--- src/hdl/sorted_list_table_top_defines.svh ---
// Assertion macros for the sorted list table datapath.
`ifndef SORTED_LIST_TABLE_TOP_DEFINES_SVH
`define SORTED_LIST_TABLE_TOP_DEFINES_SVH

// Implication checked at every clock edge out of reset.
`define SLT_ASSERT_IMP(lbl, ante, cons) \
  lbl: assert property (@(posedge clk) disable iff (!rst_n) (ante) |-> (cons)) \
    else $error("sorted list table assertion failed");

// Invariant checked at every clock edge out of reset.
`define SLT_ASSERT_ALWAYS(lbl, cond) \
  lbl: assert property (@(posedge clk) disable iff (!rst_n) (cond)) \
    else $error("sorted list table assertion failed");

`endif

--- src/hdl/slt_pkg.sv ---
// Shared types and codes for the sorted list table.
package slt_pkg;

  // Command codes
  localparam logic [1:0] CMD_PUSH_FRONT    = 2'd0;
  localparam logic [1:0] CMD_INSERT_SORTED = 2'd1;
  localparam logic [1:0] CMD_REMOVE        = 2'd2;
  localparam logic [1:0] CMD_SEARCH        = 2'd3;

  // Result status codes
  localparam logic [1:0] ST_DONE      = 2'd0;
  localparam logic [1:0] ST_NOT_FOUND = 2'd1;
  localparam logic [1:0] ST_FULL      = 2'd2;

  typedef struct packed {
    logic [1:0]         cmd;
    logic signed [31:0] value;
  } in_t;

  typedef struct packed {
    logic [1:0] status;
    logic [3:0] position;
    logic [4:0] entry_count;
  } out_t;

  typedef enum logic [2:0] {
    S_IDLE,
    S_START,
    S_SCAN,
    S_SHIFT,
    S_RESP
  } state_t;

  // Controller to datapath commands
  typedef struct packed {
    logic capture;
    logic start;
    logic scan;
    logic shift;
    logic out_load;
  } ctl_cmd_t;

  // Datapath to controller status
  typedef struct packed {
    logic [1:0] op;
    logic       full;
    logic       scan_done;
    logic       hit;
    logic       shift_done;
    logic       out_free;
  } dp_sts_t;

endpackage

--- src/hdl/slt_ctrl.sv ---
// Sequencing state machine for the sorted list table.
module slt_ctrl (
  input  logic             clk,
  input  logic             rst_n,
  input  logic             in_valid,
  output logic             in_stall,
  input  slt_pkg::dp_sts_t sts,
  output slt_pkg::ctl_cmd_t cmd
);
  import slt_pkg::*;

  state_t state_r, state_nxt;
  logic   op_ins;

  assign op_ins = (sts.op == CMD_PUSH_FRONT) || (sts.op == CMD_INSERT_SORTED);

  // Advance state
  always_ff @(posedge clk) begin
    if (!rst_n) begin
      state_r <= S_IDLE;
    end else begin
      state_r <= state_nxt;
    end
  end

  // Pick next state
  always_comb begin
    state_nxt = state_r;
    case (state_r)
      S_IDLE: begin
        if (in_valid) state_nxt = S_START;
      end
      S_START: begin
        if (op_ins && sts.full) state_nxt = S_RESP;
        else if (sts.op == CMD_PUSH_FRONT) state_nxt = S_SHIFT;
        else state_nxt = S_SCAN;
      end
      S_SCAN: begin
        if (sts.scan_done) begin
          if ((sts.op == CMD_SEARCH) || ((sts.op == CMD_REMOVE) && !sts.hit)) begin
            state_nxt = S_RESP;
          end else begin
            state_nxt = S_SHIFT;
          end
        end
      end
      S_SHIFT: begin
        if (sts.shift_done) state_nxt = S_RESP;
      end
      S_RESP: begin
        if (sts.out_free) state_nxt = S_IDLE;
      end
      default: state_nxt = S_IDLE;
    endcase
  end

  // Drive commands
  always_comb begin
    cmd      = '0;
    in_stall = 1'b1;
    case (state_r)
      S_IDLE: begin
        in_stall    = 1'b0;
        cmd.capture = in_valid;
      end
      S_START: cmd.start    = 1'b1;
      S_SCAN:  cmd.scan     = 1'b1;
      S_SHIFT: cmd.shift    = 1'b1;
      S_RESP:  cmd.out_load = sts.out_free;
      default: in_stall     = 1'b1;
    endcase
  end

endmodule

--- src/hdl/slt_datapath.sv ---
// Entry memory, scan and shift pointers, count and result register.
`include "sorted_list_table_top_defines.svh"

module slt_datapath #(
  parameter int CAPACITY = 16
) (
  input  logic              clk,
  input  logic              rst_n,
  input  slt_pkg::in_t      in_data,
  input  logic              out_stall,
  output logic              out_valid,
  output slt_pkg::out_t     out_data,
  input  slt_pkg::ctl_cmd_t cmd,
  output slt_pkg::dp_sts_t  sts
);
  import slt_pkg::*;

  localparam int AW = $clog2(CAPACITY);
  localparam int CW = $clog2(CAPACITY + 1);

  logic signed [31:0] mem [CAPACITY];

  logic [1:0]         op_r;
  logic signed [31:0] val_r;
  logic signed [31:0] rdata_r;
  logic [CW-1:0]      count_r, count_nxt;
  logic [CW-1:0]      idx_r, idx_nxt;
  logic [CW-1:0]      rd_idx_r, rd_idx_nxt;
  logic [CW-1:0]      pos_r, pos_nxt;
  logic               rd_vld_r, rd_vld_nxt;
  logic               found_r, found_nxt;
  logic               full_r, full_nxt;
  logic               out_valid_r, out_valid_nxt;
  out_t               out_data_r, out_data_nxt;

  logic               op_ins, full_now, match, hit;
  logic               scan_issue, scan_done, shift_issue, shift_done, out_free;
  logic [CW-1:0]      idx_inc, idx_dec, rd_inc, rd_dec;
  logic               re, we;
  logic [AW-1:0]      raddr, waddr;
  logic signed [31:0] wdata;
  logic [1:0]         res_status;
  logic [31:0]        pos_w, count_w;

  assign op_ins   = (op_r == CMD_PUSH_FRONT) || (op_r == CMD_INSERT_SORTED);
  assign full_now = (count_r == CW'(CAPACITY));
  assign idx_inc  = idx_r + 1'b1;
  assign idx_dec  = idx_r - 1'b1;
  assign rd_inc   = rd_idx_r + 1'b1;
  assign rd_dec   = rd_idx_r - 1'b1;

  // Compare the returned entry: first not-less for insert, first equal otherwise
  assign match      = (op_r == CMD_INSERT_SORTED) ? !(rdata_r < val_r) : (rdata_r == val_r);
  assign hit        = rd_vld_r && match;
  assign scan_issue = !hit && (idx_r < count_r);
  assign scan_done  = hit || (!rd_vld_r && (idx_r == count_r));

  // Shift walks toward the gap: downward for insert, upward for remove
  assign shift_issue = op_ins ? (idx_r > pos_r) : (idx_r < count_r);
  assign shift_done  = !shift_issue && !rd_vld_r;
  assign out_free    = !out_valid_r || !out_stall;

  // Pointer, count and memory port control
  always_comb begin
    count_nxt  = count_r;
    idx_nxt    = idx_r;
    rd_vld_nxt = 1'b0;
    rd_idx_nxt = rd_idx_r;
    pos_nxt    = pos_r;
    found_nxt  = found_r;
    full_nxt   = full_r;
    re         = 1'b0;
    raddr      = idx_r[AW-1:0];
    we         = 1'b0;
    waddr      = pos_r[AW-1:0];
    wdata      = val_r;
    if (cmd.start) begin
      full_nxt  = op_ins && full_now;
      found_nxt = 1'b0;
      pos_nxt   = '0;
      idx_nxt   = (op_r == CMD_PUSH_FRONT) ? count_r : '0;
    end
    if (cmd.scan) begin
      if (scan_issue) begin
        re         = 1'b1;
        raddr      = idx_r[AW-1:0];
        idx_nxt    = idx_inc;
        rd_vld_nxt = 1'b1;
        rd_idx_nxt = idx_r;
      end
      if (scan_done) begin
        pos_nxt   = hit ? rd_idx_r : count_r;
        found_nxt = hit;
        idx_nxt   = op_ins ? count_r : rd_inc;
      end
    end
    if (cmd.shift) begin
      if (op_ins) begin
        if (shift_issue) begin
          re         = 1'b1;
          raddr      = idx_dec[AW-1:0];
          idx_nxt    = idx_dec;
          rd_vld_nxt = 1'b1;
          rd_idx_nxt = idx_dec;
        end
        if (rd_vld_r) begin
          we    = 1'b1;
          waddr = rd_inc[AW-1:0];
          wdata = rdata_r;
        end
        if (shift_done) begin
          we        = 1'b1;
          waddr     = pos_r[AW-1:0];
          wdata     = val_r;
          count_nxt = count_r + 1'b1;
        end
      end else begin
        if (shift_issue) begin
          re         = 1'b1;
          raddr      = idx_r[AW-1:0];
          idx_nxt    = idx_inc;
          rd_vld_nxt = 1'b1;
          rd_idx_nxt = idx_r;
        end
        if (rd_vld_r) begin
          we    = 1'b1;
          waddr = rd_dec[AW-1:0];
          wdata = rdata_r;
        end
        if (shift_done) begin
          count_nxt = count_r - 1'b1;
        end
      end
    end
  end

  // Build the result transaction
  always_comb begin
    pos_w   = 32'(pos_r);
    count_w = 32'(count_r);
    if (full_r) begin
      res_status = ST_FULL;
    end else if (((op_r == CMD_REMOVE) || (op_r == CMD_SEARCH)) && !found_r) begin
      res_status = ST_NOT_FOUND;
    end else begin
      res_status = ST_DONE;
    end
    out_data_nxt.status      = res_status;
    out_data_nxt.position    = (res_status == ST_DONE) ? pos_w[3:0] : 4'd0;
    out_data_nxt.entry_count = count_w[4:0];
    if (out_stall) begin
      out_valid_nxt = out_valid_r;
    end else begin
      out_valid_nxt = 1'b0;
    end
    if (cmd.out_load) out_valid_nxt = 1'b1;
  end

  // Entry memory: one write port, one registered read port
  always_ff @(posedge clk) begin
    if (we) mem[waddr] <= wdata;
    if (re) rdata_r <= mem[raddr];
  end

  // Control registers
  always_ff @(posedge clk) begin
    if (!rst_n) begin
      count_r     <= '0;
      rd_vld_r    <= 1'b0;
      out_valid_r <= 1'b0;
    end else begin
      count_r     <= count_nxt;
      rd_vld_r    <= rd_vld_nxt;
      out_valid_r <= out_valid_nxt;
    end
  end

  // Working registers
  always_ff @(posedge clk) begin
    if (cmd.capture) begin
      op_r  <= in_data.cmd;
      val_r <= in_data.value;
    end
    idx_r    <= idx_nxt;
    rd_idx_r <= rd_idx_nxt;
    pos_r    <= pos_nxt;
    found_r  <= found_nxt;
    full_r   <= full_nxt;
    if (cmd.out_load) out_data_r <= out_data_nxt;
  end

  assign out_valid = out_valid_r;
  assign out_data  = out_data_r;

  assign sts.op         = op_r;
  assign sts.full       = full_now;
  assign sts.scan_done  = scan_done;
  assign sts.hit        = hit;
  assign sts.shift_done = shift_done;
  assign sts.out_free   = out_free;

  `SLT_ASSERT_ALWAYS(a_count_bound, count_r <= CW'(CAPACITY))
  `SLT_ASSERT_IMP(a_hit_in_list, cmd.scan && hit, rd_idx_r < count_r)
  `SLT_ASSERT_IMP(a_no_full_shift, cmd.shift && op_ins, count_r < CW'(CAPACITY))

endmodule

--- src/hdl/sorted_list_table_top.sv ---
// Top level of the sorted list table: sequencing controller joined to the entry datapath.
// Sequence: a setup state, then a scan and a shift, then a load of the result register;
// push front skips the scan, search and a missed remove skip the shift, and a refused
// insert goes from setup straight to the result load.
// One command at a time, accepted again after the result load; out_stall holds the load.
// Reset (rst_n low, synchronous) empties the list; entry storage is not cleared.
module sorted_list_table_top #(
  parameter int CAPACITY = 16
) (
  input  logic          clk,
  input  logic          rst_n,
  input  logic          in_valid,
  output logic          in_stall,
  input  slt_pkg::in_t  in_data,
  output logic          out_valid,
  input  logic          out_stall,
  output slt_pkg::out_t out_data
);
  import slt_pkg::*;

  ctl_cmd_t cmd;
  dp_sts_t  sts;

  slt_ctrl u_ctrl (
    .clk      (clk),
    .rst_n    (rst_n),
    .in_valid (in_valid),
    .in_stall (in_stall),
    .sts      (sts),
    .cmd      (cmd)
  );

  slt_datapath #(
    .CAPACITY (CAPACITY)
  ) u_datapath (
    .clk       (clk),
    .rst_n     (rst_n),
    .in_data   (in_data),
    .out_stall (out_stall),
    .out_valid (out_valid),
    .out_data  (out_data),
    .cmd       (cmd),
    .sts       (sts)
  );

endmodule

--- config.mk ---
export PLATFORM = sky130hd
export DESIGN_NAME = sorted_list_table_top
export DESIGN_NICKNAME = d
export VERILOG_FILES = /design/src/hdl/slt_pkg.sv /design/src/hdl/slt_ctrl.sv /design/src/hdl/slt_datapath.sv /design/src/hdl/sorted_list_table_top.sv
export VERILOG_INCLUDE_DIRS = /design/src /design/src/hdl
export SDC_FILE = /design/constraint.sdc
export NUM_CORES = 1
export LEC_CHECK = 0
export BUFFER_PORTS_ARGS = -buffer_cell sky130_fd_sc_hd__clkbuf_2
export CAP_MARGIN = 25
export CORE_MARGIN = 10
export CORE_UTILIZATION = 55
export DETAILED_ROUTE_END_ITERATION = 6
export PLACE_DENSITY_LB_ADDON = 0.2
export SYNTH_ARGS = -nofsm -noshare
export SYNTH_HDL_FRONTEND = slang
export SYNTH_SLANG_ARGS = --single-unit
--- constraint.sdc ---
create_clock -name clk -period 5 [get_ports clk]
set_input_delay 1 -clock clk [delete_from_list [all_inputs] [get_ports clk]]
set_output_delay 1 -clock clk [all_outputs]
set_load 0.01 [all_outputs]
==> impl_metrics.yaml <==
sta:
  slew_violations: 0
  period_share: 0.8982
  fmaxAchievable_ghz: 0.2227
  setup_tns_ns: 0
  grt_setup_unrepaired: "false"
  tightest_slew_ns: 1.053
  slew_headroom: 0.2967
  finalSetupViolCount: 0
  post-route-min-period_ns: 4.491
  setup_ws_ns: 0.5092
  hold_viol: 0
  final.setup_skew_ns: 0.03156
route:
  vias: 16096
  wire_per_inst_um: 23.60
  initialDrtViolationCount: 2015
  antenna_left: 0
  routed_wl_um: 62760
  dr.pass1.iters: 7
  drc: 5
  via_per_inst: 6.053
pwr:
  internal_power_w: 0.01026
  power.leakage_nw: 10.11
  powerDensity_mw_per_mm2: 534.1
  p_seq_frac: 0.419
  switching_share: 0.3339
  clock_power_share: 0.296
  peakVddDrop_uv: 1561
  p_comb_frac: 0.285
  p_sw_w: 0.005143
clocking:
  clk_pin_slew_ns: 0.06
  cts_buffers: 59
  clock-sinks: 616
  cts-resized-gates: 0
  clockRootBuffer: "clkbuf_16"
  cts_tree: "built"
  htree_levels: 2
  postCtsHoldBufs: 0
  clock_path_buffers: 3
  clkLatencyLatePin_ns: 0.65
  post_cts.repair.setup_buffers: 0
global_route:
  grt_pass1_vias: 15555
  grt_max_degree: 121
  grt_pass1_wl_um: 95120
  antenna_found_initial: 0
  grt_usage: 0.2200
  overflow: 0
worst_setup_path:
  endpoint_kind: "flop"
  critPathKind: "flop to flop"
  worst-path-max-fanout: 32
  cp-start-kind: "flop"
  arrival_ns: 4.69
  critPathRequiredTime_ns: 5.20
floorplanning:
  start_util: 0.5605
  die_x_um: 235.7
  rows: 78
  die_h_um: 235.7
  pin_count: 51
  core_mm2: 0.04567
  die-area_mm2: 0.05558
final_layout:
  nNetsFinal: 2100
  nFillCells: 3347
  final_util: 0.6314
  drive_above_1_share: 0.1234
  mostFrequentLayoutCells: "edfxtp_1 (590), nand2_1 (484), nand3_1 (216), nand4_1 (72), clkbuf_16 (60)"
  area_growth_pct: 12.65
  final_common_cell: "edfxtp_1"
  diodes: 0
placed_design:
  gp_congestion: 0.8998
  port_buffers: 50
  dpl.hpwl_um: 34580
  dp_slack_ns: 0.6013
synth:
  synth-async-reset-ratio: 0
  ys_types: 68
  syn_inst: 1962
  ys_ff_latch: 616
  syn_nets: 2050
  ys_seq_area_frac: 0.7124
  synth_area_mm2: 0.02560
  synth_edf_count: 590
  syn_avg_cell_area_um2: 13.05
  ys_warn_count: 0
  ys.flop_type: "edfxtp_1"
job:
  cap_violations: 0
run_status:
  status: "complete, but fails checks"
  violations: "DRC"
worst_hold_path:
  hp-class: "flop to flop"
## critical path, cell delays in order, from the launching register on
cell,delay [ns]
edfxtp_1,0.45
ha_1,0.44
nand4_1,0.16
nor3_1,0.63
and3_1,0.44
o31a_1,0.30
nor3_2,0.11
a211oi_4,0.16
buf_4,0.27
nor2_2,0.12
nor2b_1,0.41
inv_2,0.54
## state kept, by name, summed over array words and instances (netlist names)
register / cells
u_datapath.count_r: 5
u_datapath.rdata_r: 32
u_datapath.pos_r: 5
u_datapath.val_r: 32
u_datapath.idx_r: 5
u_datapath.out_valid: 1
u_datapath.rd_vld_r: 1
u_ctrl.state_r: 3
u_datapath.found_r: 1
u_datapath.out_data: 11
u_datapath.op_r: 2
u_datapath.full_r: 1
u_datapath.mem: 512
u_datapath.rd_idx_r: 5
## cells by family (layout without fill, tap and decap cells)
family / Yosys count / count (layout) / synth area share
AOI/OAI and AO/OA: 170 / 170 / 0.04726
xor gates and xnor gates: 19 / 19 / 0.007086
adders and majority gates: 50 / 50 / 0.02473
buffers and inverters: 158 / 255 / 0.02571
DFF: 616 / 616 / 0.7124
muxes: 73 / 73 / 0.03006
and+or+nand+nor: 876 / 876 / 0.1528
## cell type report
cell class | instances | area (µm²) | share of cell area
clock inverters | 40 | 454.2 | 0.01575
repair buffers | 93 | 773.2 | 0.02681
inverters | 54 | 202.7 | 0.007028
clock buffers | 68 | 1531 | 0.05310
flip-flops and latches | 616 | 18240 | 0.6324
well taps | 600 | 750.7 | 0.02603
multi-input cells | 1188 | 6890 | 0.2389
## metrics by stage
| stage | hold WS (ns) | total power [W] | std cells | instance area, µm² |
|---|---|---|---|---|
| 2_1_floorplan | 0.4323 | 0.009535 | 1962 | 25600 |
| 3_3_place_gp | 0.4799 | 0.01082 | 2549 | 26830 |
| 6_report | 0.4955 | 0.01540 | 2659 | 28840 |
| 5_1_grt | 0.5132 | 0.01613 | 2659 | 28840 |
| 4_1_cts | 0.4876 | 0.01544 | 2658 | 28830 |
| 3_5_place_dp | 0.4919 | 0.01091 | 2550 | 26850 |
## synthesized netlist by cell type, types with 3 or more instances
cell type,number,share of area
nand4_1,72,0.018
buf_2,34,0.0066
a211oi_1,3,0.00088
inv_1,53,0.0078
o31a_1,3,0.0010
dfxtp_1,26,0.020
xnor2_1,10,0.0034
o21a_1,5,0.0015
mux2i_1,42,0.016
nor2_1,50,0.0073
clkbuf_1,56,0.0082
mux2_2,31,0.014
buf_1,10,0.0015
a211o_1,3,0.0010
ha_1,49,0.024
a21boi_0,4,0.0012
nor3_1,5,0.00098
nand3_1,216,0.042
nor2b_1,11,0.0027
xor2_1,7,0.0024
o211ai_1,3,0.00088
and2_1,12,0.0029
o21ai_1,36,0.0070
nand2b_1,4,0.00098
or3_1,4,0.00098
a21oi_1,32,0.0063
o21ai_0,20,0.0039
a32oi_1,33,0.011
edfxtp_1,590,0.69
a32o_1,3,0.0012
nand2_1,485,0.071
## worst paths after layout
path                                                           to  cells after the start                              start  slack, ns
worst max-delay path             u_datapath.rdata_r[17]$_DFFE_PP_                     11   u_datapath.rdata_r[31]$_DFFE_PP_       0.51
worst min-delay path            u_datapath.out_valid$_SDFFE_PN0P_                      2  u_datapath.out_valid$_SDFFE_PN0P_       0.50
worst max register to register   u_datapath.rdata_r[17]$_DFFE_PP_                     11   u_datapath.rdata_r[31]$_DFFE_PP_       0.51
worst min register to register  u_datapath.out_valid$_SDFFE_PN0P_                      2  u_datapath.out_valid$_SDFFE_PN0P_       0.50
## metal layers
layer	vias to the layer above	track usage	wire [µm]
met5	-	0	0
met4	0	0.06798	1448
met3	95	0.03579	4981
met2	748	0.3502	29810
met1	7944	0.3055	26510
li1	7309	-	-
## power groups by stage
stage / registers [W] / clock network, W / logic [W]
detailed placement: 0.00655 / 0 / 0.00436
global route: 0.00646 / 0.00483 / 0.00484
finish: 0.00645 / 0.00456 / 0.00439
floorplan: 0.00646 / 0 / 0.00307
CTS: 0.00644 / 0.00462 / 0.00438
global placement: 0.00655 / 0 / 0.00427
Note: power is estimated with default switching activity, not from simulation.
